File: src/hdl/dcc_pkg.sv
// Shared types and constants for the direction cone classifier.
// No dependencies; every other file imports this package.
package dcc_pkg;

   // Widths of the direction components and of the range count register.
   localparam int DIR_W         = 16;
   localparam int RANGE_COUNT_W = 2;

   // Width of the operands that enter a CORDIC pipe (sqrt result reaches 2^15).
   localparam int CORDIC_IN_W   = DIR_W + 1;
   localparam int CORDIC_SHIFT  = 14;
   localparam int CORDIC_XW     = CORDIC_IN_W + CORDIC_SHIFT + 3;
   localparam int CORDIC_STEPS  = 30;
   localparam int ACC_W         = 32;

   // Square root of 2^30 - z^2: one result bit per stage.
   localparam int SQRT_STEPS    = 16;
   localparam int SQRT_W        = 32;
   localparam logic [SQRT_W-1:0] UNIT_SQ = 32'h4000_0000;

   // Configuration register indexes that do not depend on the range count.
   localparam int CSR_RANGE_COUNT = 0;
   localparam int CSR_RANGE_BASE  = 1;

   // Arctangent of 2^-i, full circle equals 2^32.
   localparam logic [ACC_W-1:0] ATAN_TAB [CORDIC_STEPS] = '{
      32'h20000000, 32'h12E4051D, 32'h09FB385B, 32'h051111D4, 32'h028B0D43,
      32'h0145D7E1, 32'h00A2F61E, 32'h00517C55, 32'h0028BE53, 32'h00145F2E,
      32'h000A2F98, 32'h000517CC, 32'h00028BE6, 32'h000145F3, 32'h0000A2F9,
      32'h0000517C, 32'h000028BE, 32'h0000145F, 32'h00000A2F, 32'h00000517,
      32'h0000028B, 32'h00000145, 32'h000000A2, 32'h00000051, 32'h00000028,
      32'h00000014, 32'h0000000A, 32'h00000005, 32'h00000002, 32'h00000001
   };

   // Data that rides alongside the square root pipe.
   typedef struct packed {
      logic signed [DIR_W-1:0] dir_x;
      logic signed [DIR_W-1:0] dir_y;
      logic signed [DIR_W-1:0] dir_z;
      logic                    xy_zero;
      logic                    final_point;
   } dcc_side_type;

endpackage

File: src/hdl/dcc_isqrt_pipe.sv
// Pipelined integer square root of 2^30 - z^2, one result bit per stage.
// Depends on dcc_pkg; carries the side data of each item along.
module dcc_isqrt_pipe (
   input  logic                             clock,
   input  logic                             reset,
   input  logic                             en,
   input  logic                             in_valid,
   input  dcc_pkg::dcc_side_type            in_side,
   output logic                             out_valid,
   output logic [dcc_pkg::CORDIC_IN_W-1:0]  out_root,
   output dcc_pkg::dcc_side_type            out_side
);
   import dcc_pkg::*;

   localparam int NSTG = SQRT_STEPS + 2;

   logic                valid_ff [NSTG];
   logic                valid_in [NSTG];
   dcc_side_type        side_ff  [NSTG];
   dcc_side_type        side_in  [NSTG];
   logic [SQRT_W-1:0]   rem_ff   [NSTG];
   logic [SQRT_W-1:0]   rem_in   [NSTG];
   logic [SQRT_W-1:0]   root_ff  [NSTG];
   logic [SQRT_W-1:0]   root_in  [NSTG];

   // First stage squares z at full width, second forms the radicand.
   always_comb begin
      valid_in[0] = in_valid;
      side_in[0]  = in_side;
      rem_in[0]   = SQRT_W'($signed(SQRT_W'(in_side.dir_z)) *
                            $signed(SQRT_W'(in_side.dir_z)));
      root_in[0]  = '0;
      valid_in[1] = valid_ff[0];
      side_in[1]  = side_ff[0];
      rem_in[1]   = UNIT_SQ - rem_ff[0];
      root_in[1]  = '0;
   end

   // Each later stage settles one result bit.
   for (genvar k = 0; k < SQRT_STEPS; k++) begin : g_step
      localparam logic [SQRT_W-1:0] BIT = SQRT_W'(1) << (2 * (SQRT_STEPS - 1 - k));
      logic [SQRT_W-1:0] trial;
      always_comb begin
         trial          = root_ff[k+1] + BIT;
         valid_in[k+2]  = valid_ff[k+1];
         side_in[k+2]   = side_ff[k+1];
         if (rem_ff[k+1] >= trial) begin
            rem_in[k+2]  = rem_ff[k+1] - trial;
            root_in[k+2] = (root_ff[k+1] >> 1) + BIT;
         end else begin
            rem_in[k+2]  = rem_ff[k+1];
            root_in[k+2] = root_ff[k+1] >> 1;
         end
      end
   end

   // Stage registers; valid bits are cleared by reset.
   for (genvar s = 0; s < NSTG; s++) begin : g_reg
      always_ff @(posedge clock) begin
         if (reset) begin
            valid_ff[s] <= 1'b0;
         end else if (en) begin
            valid_ff[s] <= valid_in[s];
         end
         if (en) begin
            side_ff[s] <= side_in[s];
            rem_ff[s]  <= rem_in[s];
            root_ff[s] <= root_in[s];
         end
      end
   end

   assign out_valid = valid_ff[NSTG-1];
   assign out_root  = root_ff[NSTG-1][CORDIC_IN_W-1:0];
   assign out_side  = side_ff[NSTG-1];

endmodule

File: config.mk
export PLATFORM = sky130hd
export DESIGN_NAME = dcc_isqrt_pipe
export DESIGN_NICKNAME = d
export VERILOG_FILES = /design/src/hdl/dcc_pkg.sv /design/src/hdl/dcc_isqrt_pipe.sv
export SDC_FILE = /design/constraint.sdc
export NUM_CORES = 2
export LEC_CHECK = 0
export BUFFER_PORTS_ARGS = -buffer_cell sky130_fd_sc_hd__buf_2
export CORE_MARGIN = 5
export CORE_UTILIZATION = 63
export CTS_CLUSTER_DIAMETER = 200
export DETAILED_ROUTE_END_ITERATION = 8
export PLACE_DENSITY_LB_ADDON = 0.05
export SKIP_CTS_REPAIR_TIMING = 1
export SYNTH_ARGS = -nofsm -noshare
export SYNTH_HDL_FRONTEND = slang
export SYNTH_SLANG_ARGS = --single-unit
export TNS_END_PERCENT = 50
File: constraint.sdc
create_clock -name clock -period 7.4 [get_ports clock]
set_input_delay 0.37 -clock clock [delete_from_list [all_inputs] [get_ports clock]]
set_output_delay 0.37 -clock clock [all_outputs]
set_load 0.01 [all_outputs]
==> flow_summary.toml <==
[timing]
drv_slew = 0
finalHoldViolations = 0
fin_worst_skew_ns = 0.0200
tns_ns = 0
slew_headroom = 0.249
postLayoutSetupSlackWorst_ns = 0.870
rsz0062_at_grt = "false"
period_needed_ns = 6.53
worst_pin_slew_ns = 1.13
max_freq_ghz = 0.153
finalSetupViolations = 0
post-route-period-util = 0.882

[global_route]
grt_pass1_wl_um = 166000
grt_max_degree = 195
track_usage = 0.183
grt_overflow = 0
grt_pass1_vias = 33100
antenna_found_initial = 2

[synthesis]
synth_cell_type_count = 73
async_flop_share = 0
synthTopCellsByArea = "edfxtp_1 70%, fa_1 7.0%, ha_1 4.5%"
synthTopCellsByCount = "1564 x edfxtp_1, 537 x inv_1, 242 x ha_1"
synth_edf_count = 1564
syn_inst = 4204
yosysWarningCount = 0
syn_area_per_cell_sq_um = 15.9
synth_seq_cells = 1564
synth_top_area_cell = "edfxtp_1"
synth_most_common_cell = "edfxtp_1"
synth.net_count = 4733
synth-main-ff-cell = "edfxtp_1"
synthesis.area_sq_um = 66600
yosysTopAreaCellShare = 0.705
ys_seq_area_frac = 0.705

[setup_path]
start_kind = "input port"
cpPeakStageDelay_ns = 0.54
path_class = "in2reg"
endpoint_kind = "register"
worstPathRequired_ns = 8.01
cp_cell_sequence = "dlygate4sd3_1 -> buf_2 -> and2_1 -> fa_1 -> inv_1 -> fa_1 -> fa_1 -> inv_1 -> fa_1 -> fa_1 -> inv_1 -> fa_1 -> inv_1 -> ha_1 -> a21o_1 -> a221o_1 -> a221oi_1 -> buf_4 -> o21ai_0 -> buf_4 -> a21oi_1 -> o31ai_1 -> or4_1 -> nand3_1"
cpLargestDelayFamily = "adder cells"
crit_arrival_ns = 7.14
cp_max_fo = 8
path_buf_inv = 8
cpMaxStageDelayCell = "fa_1"
crit_top_cell = "fa_1"

[routing]
drt-pass1-iter-count = 5
routedWlPerCell_um = 16.6
finalWirelength_um = 99800
ant_nets = 0
drtIter0Drc = 1961
viasPerCell = 5.37
num_vias = 32200
post-route-drc-count = 0

[cells_and_area]
drive_above_1_share = 0.0914
fin_area_sq_um = 74500
final_core_util = 0.709
areaGrowthSynthToFinish_pct = 11.8
finalNetCount = 5020
instances_no_fill = 6006
diodes = 0

[clock_network]
cts_num_sinks = 1564
cts_tree = "done"
clkLatencyLatePin_ns = 0.74
clock-root-buffer = "clkbuf_16"
clk_pin_slew_worst_paths_ns = 0.06
cts_made_buffers = 153
cts_buffer_depth = 3
h-tree-depth = 4

[place]
placed_area_sq_um = 69100
globalplace.congestion = 0.892
pre_cts_slack_ns = 0.541
place.port_buffers = 120
placed_cells = 5690
dp_hpwl_um = 65600

[power_and_ir_drop]
vdd_drop_max_mv = 1.40
p_per_area_nw_per_um2 = 390
power_leakage_nw = 28.7

[hold_path]
hold_path_class = "in2reg"

[floorplan]
io_pins = 122
dieArea_sq_um = 112000
core_area_sq_um = 105000
num_rows = 119
dieHeight_um = 335
initial_core_util = 0.634
dieWidth_um = 335

[run_status]
outcome = "complete, no violations"

[run]
cap_viol_max_count = 0
==> cell usage in the layout (no fill, tap or decap), types with 11 or more instances in the layout <==
cell type	n
clkinv_2	28
nor4b_1	16
or3_1	35
nand3_1	33
o31ai_1	17
buf_4	27
and3_1	18
clkbuf_16	155
xor2_1	109
a211oi_1	11
o21ai_0	112
xnor2_1	150
and2_1	57
nand2b_1	37
ha_1	242
bufinv_16	18
nand4_1	33
clkinv_1	38
fa_1	233
nor2_1	185
or4_1	15
nand2_1	185
buf_2	119
nor3_1	60
edfxtp_1	1564
a21oi_1	125
inv_1	537
or2_2	12
nor4_1	73
a21o_1	51
dlygate4sd3_1	37
clkbuf_1	19
mux2_2	18
o21a_1	41
nand4b_1	13
nor2b_1	32
==> flip-flops by register name, summed over array words and instances (netlist names) <==
signal and cells:
rem_ff 526, root_ff 136, side_ff 884, valid_ff 18
==> through the flow <==
step                power [mW]  hold slack, ns
floorplan                 19.2           0.400
global placement          21.4           0.400
detailed placement        21.6           0.405
CTS                       29.4          -0.267
global route              31.3          0.0249
finish                    29.1          0.0650
==> kinds of logic after synthesis <==
| logic type | count (synthesis) | share of synthesized area |
|---|---|---|
| buffers and inverters | 594 | 0.0335 |
| other | 1 | 0.0000563 |
| muxes | 25 | 0.00409 |
| DFF | 1564 | 0.705 |
| xor gates and xnor gates | 259 | 0.0340 |
| and+or+nand+nor | 836 | 0.0654 |
| adders and majority gates | 475 | 0.115 |
| AOI/OAI and AO/OA | 450 | 0.0428 |
==> per-layer routing <==
layer  up-vias  track usage  share of wire
met4         0       0.0645          0.029
met1     15700        0.241           0.42
met5         -            0              0
li1      15700            -              -
met3       198       0.0298          0.040
met2       591        0.315           0.51
==> layout make-up <==
type                            instances  area [sq um]
Sequential cell                      1564         47000
Fill cell                            6899         30600
Multi-Input combinational cell       2046         17500
Clock buffer                          174          3950
Inverter                              537          2020
Tap cell                             1391          1740
Timing Repair Buffer                  189          1290
Clock inverter                        105          1100
==> where the power goes <==
group          internal, mW  total, mW  switching [mW]
sequential             11.4       11.9           0.539
clock                  4.49       7.66            3.16
combinational          4.19       9.48            5.29
total                  20.1       29.1            8.99
==> final timing paths <==
path	startpoint	to	slack, ns	cells past startpoint
setup / recovery	in_side[10]	rem_ff[0][31]$_DFFE_PP_	0.87	24
hold / removal	in_side[14]	side_ff[0][14]$_DFFE_PP_	0.06	1
setup reg to reg	root_ff[15][17]$_DFFE_PP_	rem_ff[16][19]$_DFFE_PP_	3.22	11
hold reg to reg	side_ff[9][8]$_DFFE_PP_	side_ff[10][8]$_DFFE_PP_	0.40	0
Power figures use the tool's default switching activity.
