==> config.mk <==
export PLATFORM = sky130hd
export DESIGN_NAME = dcc_range_check_flat
export DESIGN_NICKNAME = d
export VERILOG_FILES = /design/src/hdl/dcc_pkg.sv /design/src/hdl/dcc_if.sv /design/src/hdl/dcc_range_check.sv /design/src/flat_wrapper.sv
export SDC_FILE = /design/constraint.sdc
export NUM_CORES = 1
export LEC_CHECK = 0
export BUFFER_PORTS_ARGS = -buffer_cell sky130_fd_sc_hd__buf_2
export CORE_UTILIZATION = 45
export CTS_BUF_LIST = sky130_fd_sc_hd__clkbuf_8 sky130_fd_sc_hd__clkbuf_16
export DETAILED_ROUTE_END_ITERATION = 8
export PLACE_DENSITY = 0.72
export SLEW_MARGIN = 5
export SYNTH_ARGS = -nofsm -noshare
export SYNTH_HDL_FRONTEND = slang
export SYNTH_SLANG_ARGS = --single-unit
==> constraint.sdc <==
create_clock -name clock -period 2.3 [get_ports clock]
set_clock_uncertainty 0.2 [all_clocks]
set_input_delay 0.46 -clock clock [delete_from_list [all_inputs] [get_ports clock]]
set_output_delay 0.46 -clock clock [all_outputs]
set_load 0.01 [all_outputs]
==> src/hdl/dcc_pkg.sv <==
// Shared types and constants for the direction cone classifier.
// No dependencies; every other file imports this package.
package dcc_pkg;

   // Widths of the direction components and of the range count register.
   localparam int DIR_W         = 16;
   localparam int RANGE_COUNT_W = 2;

   // Width of the operands that enter a CORDIC pipe (sqrt result reaches 2^15).
   localparam int CORDIC_IN_W   = DIR_W + 1;
   localparam int CORDIC_SHIFT  = 14;
   localparam int CORDIC_XW     = CORDIC_IN_W + CORDIC_SHIFT + 3;
   localparam int CORDIC_STEPS  = 30;
   localparam int ACC_W         = 32;

   // Square root of 2^30 - z^2: one result bit per stage.
   localparam int SQRT_STEPS    = 16;
   localparam int SQRT_W        = 32;
   localparam logic [SQRT_W-1:0] UNIT_SQ = 32'h4000_0000;

   // Configuration register indexes that do not depend on the range count.
   localparam int CSR_RANGE_COUNT = 0;
   localparam int CSR_RANGE_BASE  = 1;

   // Arctangent of 2^-i, full circle equals 2^32.
   localparam logic [ACC_W-1:0] ATAN_TAB [CORDIC_STEPS] = '{
      32'h20000000, 32'h12E4051D, 32'h09FB385B, 32'h051111D4, 32'h028B0D43,
      32'h0145D7E1, 32'h00A2F61E, 32'h00517C55, 32'h0028BE53, 32'h00145F2E,
      32'h000A2F98, 32'h000517CC, 32'h00028BE6, 32'h000145F3, 32'h0000A2F9,
      32'h0000517C, 32'h000028BE, 32'h0000145F, 32'h00000A2F, 32'h00000517,
      32'h0000028B, 32'h00000145, 32'h000000A2, 32'h00000051, 32'h00000028,
      32'h00000014, 32'h0000000A, 32'h00000005, 32'h00000002, 32'h00000001
   };

   // Data that rides alongside the square root pipe.
   typedef struct packed {
      logic signed [DIR_W-1:0] dir_x;
      logic signed [DIR_W-1:0] dir_y;
      logic signed [DIR_W-1:0] dir_z;
      logic                    xy_zero;
      logic                    final_point;
   } dcc_side_type;

endpackage

==> src/hdl/dcc_if.sv <==


interface dcc_rsp_if;
   logic valid;
   logic ready;
   logic inside_res;
   logic final_point_out;

   modport source (output valid, inside_res, final_point_out, input ready);
   modport sink   (input valid, inside_res, final_point_out, output ready);
endinterface

==> src/hdl/dcc_range_check.sv <==
// Configuration registers, the angle range tests and the response register.
// Depends on dcc_pkg and on the response interface.
module dcc_range_check #(
   parameter int NUM_RANGES = 2,
   parameter int ANGLE_BITS = 16,
   parameter int CSR_IDX_W  = 3
) (
   input  logic                   clock,
   input  logic                   reset,
   input  logic                   csr_we,
   input  logic [CSR_IDX_W-1:0]   csr_index,
   input  logic [ANGLE_BITS-1:0]  csr_wdata,
   input  logic                   in_valid,
   input  logic [ANGLE_BITS-1:0]  azimuth,
   input  logic [ANGLE_BITS-1:0]  polar,
   input  logic                   xy_zero,
   input  logic                   final_point,
   output logic                   en,
   output logic                   range_none,
   dcc_rsp_if.source              rsp
);
   import dcc_pkg::*;

   localparam int CSR_POLAR_LOW  = CSR_RANGE_BASE + 2 * NUM_RANGES;
   localparam int CSR_POLAR_HIGH = CSR_POLAR_LOW + 1;
   localparam logic [ANGLE_BITS-1:0] HALF_TURN = ANGLE_BITS'(1) << (ANGLE_BITS - 1);

   logic [RANGE_COUNT_W-1:0] range_count_ff;
   logic [ANGLE_BITS-1:0]    range_start_ff [NUM_RANGES];
   logic [ANGLE_BITS-1:0]    range_end_ff   [NUM_RANGES];
   logic [ANGLE_BITS-1:0]    polar_low_ff, polar_high_ff;
   logic [NUM_RANGES-1:0]    hit;
   logic                     valid_ff, valid_in;
   logic                     inside_ff, inside_in;
   logic                     final_ff, final_in;
   logic                     polar_ok;

   // Register writes; an unknown index is ignored.
   always_ff @(posedge clock) begin
      if (reset) begin
         range_count_ff <= '0;
         polar_low_ff   <= '0;
         polar_high_ff  <= HALF_TURN;
      end else if (csr_we) begin
         if (32'(csr_index) == CSR_RANGE_COUNT) begin
            range_count_ff <= csr_wdata[RANGE_COUNT_W-1:0];
         end
         if (32'(csr_index) == CSR_POLAR_LOW) begin
            polar_low_ff <= csr_wdata;
         end
         if (32'(csr_index) == CSR_POLAR_HIGH) begin
            polar_high_ff <= csr_wdata;
         end
      end
   end

   for (genvar r = 0; r < NUM_RANGES; r++) begin : g_range
      localparam int IDX_START = CSR_RANGE_BASE + 2 * r;
      always_ff @(posedge clock) begin
         if (reset) begin
            range_start_ff[r] <= '0;
            range_end_ff[r]   <= '1;
         end else if (csr_we) begin
            if (32'(csr_index) == IDX_START) begin
               range_start_ff[r] <= csr_wdata;
            end
            if (32'(csr_index) == IDX_START + 1) begin
               range_end_ff[r] <= csr_wdata;
            end
         end
      end

      // A range whose start is past its end wraps through zero.
      always_comb begin
         if (range_start_ff[r] > range_end_ff[r]) begin
            hit[r] = (azimuth >= range_start_ff[r]) || (azimuth <= range_end_ff[r]);
         end else begin
            hit[r] = (azimuth >= range_start_ff[r]) && (azimuth <= range_end_ff[r]);
         end
         if (32'(r) >= 32'(range_count_ff)) begin
            hit[r] = 1'b0;
         end
      end
   end

   // The whole pipe moves whenever the response register can take a value.
   assign en         = !valid_ff || rsp.ready;
   assign range_none = (range_count_ff == '0);

   always_comb begin
      polar_ok  = (polar >= polar_low_ff) && (polar <= polar_high_ff);
      inside_in = polar_ok && !xy_zero && (|hit);
      valid_in  = in_valid;
      final_in  = final_point;
   end

   always_ff @(posedge clock) begin
      if (reset) begin
         valid_ff <= 1'b0;
      end else if (en) begin
         valid_ff <= valid_in;
      end
      if (en) begin
         inside_ff <= inside_in;
         final_ff  <= final_in;
      end
   end

   assign rsp.valid           = valid_ff;
   assign rsp.inside_res      = inside_ff;
   assign rsp.final_point_out = final_ff;

endmodule
==> src/flat_wrapper.sv <==
// flat-port wrapper written by rule: the top's interface ports become plain ports
module dcc_range_check_flat import dcc_pkg::*;
#(
   parameter int NUM_RANGES = 2,
   parameter int ANGLE_BITS = 16,
   parameter int CSR_IDX_W  = 3
)
  (clock, reset, csr_we, csr_index, csr_wdata, in_valid, azimuth, polar, xy_zero, final_point, en, range_none, rsp_valid, rsp_inside_res, rsp_final_point_out, rsp_ready);
  dcc_rsp_if rsp_i ();
  input  logic clock;
  input  logic reset;
  input  logic csr_we;
  input  logic [CSR_IDX_W-1:0] csr_index;
  input  logic [ANGLE_BITS-1:0] csr_wdata;
  input  logic in_valid;
  input  logic [ANGLE_BITS-1:0] azimuth;
  input  logic [ANGLE_BITS-1:0] polar;
  input  logic xy_zero;
  input  logic final_point;
  output logic en;
  output logic range_none;
  output wire logic [$bits(rsp_i.valid)-1:0] rsp_valid;
  output wire logic [$bits(rsp_i.inside_res)-1:0] rsp_inside_res;
  output wire logic [$bits(rsp_i.final_point_out)-1:0] rsp_final_point_out;
  input wire logic [$bits(rsp_i.ready)-1:0] rsp_ready;
  assign rsp_valid = rsp_i.valid;
  assign rsp_inside_res = rsp_i.inside_res;
  assign rsp_final_point_out = rsp_i.final_point_out;
  assign rsp_i.ready = rsp_ready;
  dcc_range_check #(.NUM_RANGES(NUM_RANGES), .ANGLE_BITS(ANGLE_BITS), .CSR_IDX_W(CSR_IDX_W)) u_core (.clock(clock), .reset(reset), .csr_we(csr_we), .csr_index(csr_index), .csr_wdata(csr_wdata), .in_valid(in_valid), .azimuth(azimuth), .polar(polar), .xy_zero(xy_zero), .final_point(final_point), .en(en), .range_none(range_none), .rsp(rsp_i));
endmodule
==> flow_summary.yaml <==
sta:
  fin_crit_ps: 2420
  setup_ws_ps: -124
  setup_violations: 1
  tightestPinTransition_ps: 478
  rsz0062_at_grt: "true"
  finalSetupTns_ps: -124
  fmax_ghz: 0.412
  finalHoldViolCount: 0
  slew_violations: 0
  finalCritPeriodShare_pct: 105
  maxSlewHeadroom_pct: 68.1
die:
  io-pin-count: 63
  die_h_um: 125
  die_w_um: 125
  die_area_um2: 15600
  fp-row-count: 44
  core_um2: 14600
  start_util_pct: 46.3
placement:
  pre_cts_ws_ps: -406
  hpwl_um: 12600
  place.gp.congestion: 0.835
  port_buffers: 62
worst_setup_path:
  crit_required_ps: 2260
  path_class: "reg -> reg"
  crit_top_cell: "o211ai_1"
  critPathMaxStageDelay_ps: 370
  crit_chain: "inv_1 > ha_1 > and4_1 > a221oi_2 > o211ai_1 > a21oi_1 > o211ai_1 > a2111oi_2"
  critPathSlowestCell: "edfxtp_1"
  end_kind: "register"
  crit_fanout: 3
  worstSetupStartpointType: "register"
  worstPathArrival_ps: 2380
power:
  powerDensity_nw_per_um2: 560
  vdd_drop_max_mv: 0.502
  p_leak_nw: 3.53
  finalPower_mw: 4.47
synth:
  async_reset_ff_share_pct: 0
  yosys.area.top_type: "edfxtp_1"
  synthFlopType: "edfxtp_1"
  syn_area_um2: 6780
  avgSynthCellArea_um2: 9.58
  ys_seq_elements: 101
  ys_seq_area_share_pct: 39.6
  synth_edf_count: 66
  synth_area_leaders: "edfxtp_1 (29%), ha_1 (24%), dfxtp_1 (10%), inv_1 (5.3%), a21oi_1 (5.2%)"
  syn_inst: 708
  synth_top_area_share_pct: 29.2
  synth_warnings: 0
  synth_cell_types: 45
  synth_fp_nets: 894
clock_network:
  cts_sinks: 101
  cts_tree: "done"
  clockBufferDepth: 2
  numCtsBuffers: 9
  insertion_delay_ps: 340
  clkTransAtPathRegs_ps: 70
  cts-htree-levels: 3
  postCtsSetupBuffers: 0
  root_buffer: "clkbuf_16"
detailed_routing:
  wl_um: 15400
  wl_per_cell_um: 15.4
  vias_per_cell: 5.24
  dr.pass1.iters: 7
  drt-initial-drc-count: 226
  vias: 5254
  remaining_drc_errors: 5
  ant_nets: 0
outcome:
  violations: "DRC, setup timing"
  status: "finished with violations"
final_layout:
  final_cell_mix: "ha_1 (127), inv_1 (92), nand2_1 (77), a21oi_1 (70), edfxtp_1 (66)"
  n_fill_cell: 1334
  area_delta_synth_final_pct: 17.6
  drive_gt1_share_pct: 19.8
  final_common_cell: "ha_1"
  antenna_cells: 0
  fin_nets: 1000
job:
  maxCapViolations: 0
global_routing:
  grt_pass1_vias: 5148
  grt_overflow_total: 0
  grt_pass1_wl_um: 25500
  grtUsageTotal_pct: 20.9
  grt_antenna_before_repair: 0
  grt_start_max_net_pins: 30
worst_hold_path:
  min_path_type: "in -> reg"
## cell usage after synthesis (2+ instances only)
master      n
nor3b_1     2
o31ai_1     2
nor3_1      4
o211ai_1    6
nand2_1    77
o21a_1      6
nor2b_1     9
a21oi_1    71
ha_1      128
edfxtp_1   66
dfxtp_1    35
inv_1      96
a21o_1     21
a211oi_1    7
or3_1      17
clkbuf_1   14
nand3_1    10
and2_1     32
nor2_1     15
and4_1      2
mux2i_1     2
or2_2      17
nor4_1      8
nand4_1    25
and3_1      2
nand2b_1    4
o21ai_0    12
## metrics by stage
step	utilization [%]	hold slack, ps	cells	cell area (um2)
floorplan	-	236	708	6800
global placement	52.2	242	987	7650
detailed placement	52.2	247	987	7650
CTS	54.4	86.0	1003	7970
global route	54.4	82.9	1003	7970
finish	54.4	88.2	1003	7970
## state kept, by name, summed over array words and instances (netlist names)
register and cells:
u_core.range_count_ff 2, u_core.polar_high_ff 16, u_core.range_start_ff 32, u_core.rsp.inside_res 1, u_core.range_end_ff 32, u_core.polar_low_ff 16, u_core.rsp.final_point_out 1, u_core.rsp.valid 1
## layout make-up
cell class / count / area (um2) / area share [%]
timing repair buffer: 111 / 678 / 8.51
inverter: 96 / 360 / 4.52
clock buffer: 9 / 225 / 2.82
multi-input combinational: 495 / 3710 / 46.6
tap: 184 / 230 / 2.89
sequential: 101 / 2680 / 33.6
clock inverter: 7 / 82.6 / 1.04
## report_power, final
part,internal (mW),leakage [nW],switching [mW]
clock network,0.863,0.145,0.698
registers,2.02,0.934,0.0487
logic,0.372,2.45,0.460
## critical path, delay by kind of cell (launching register included)
family | cells | cell delay [ps]
AOI/OAI and AO/OA | 5 | 1060
adders and majority gates | 1 | 270
buffers and inverters | 1 | 120
DFF | 1 | 370
and+or+nand+nor | 1 | 220
## logic make-up after synthesis
group	count (synthesis)	share of synthesized area (%)
compound gates	139	12.8
fa+ha+maj	129	23.8
buf+inv	112	6.22
flops	101	39.6
mux	2	0.295
simple gates	225	17.3
## final timing paths
path	start	to	slack, ps	cells after the start
worst max-delay path	u_core.range_end_ff[1][9]	u_core.rsp.inside_res	-120	8
worst min-delay path	final_point	u_core.rsp.final_point_out	90	1
worst max register to register	u_core.range_end_ff[1][9]	u_core.rsp.inside_res	-120	8
worst min register to register	u_core.polar_low_ff[14]	u_core.polar_low_ff[14]	260	2
## per-layer routing
layer | vias to the layer above | wire, um | track usage [%]
li1 | 2718 | - | -
met4 | 0 | 222 | 6.61
met5 | - | 0 | 0
met3 | 14 | 672 | 2.36
met1 | 2404 | 7820 | 29.3
met2 | 118 | 6720 | 33.4
## timing repair
| action | in CTS | in global routing |
|---|---|---|
| pin swaps | 1 | 0 |
| hold buffers | 0 | 0 |
| cloned | 0 | 0 |
| setup endpoints to repair | 1 | 1 |
| resized for setup | 9 | 0 |
Power figures use the tool's default switching activity.
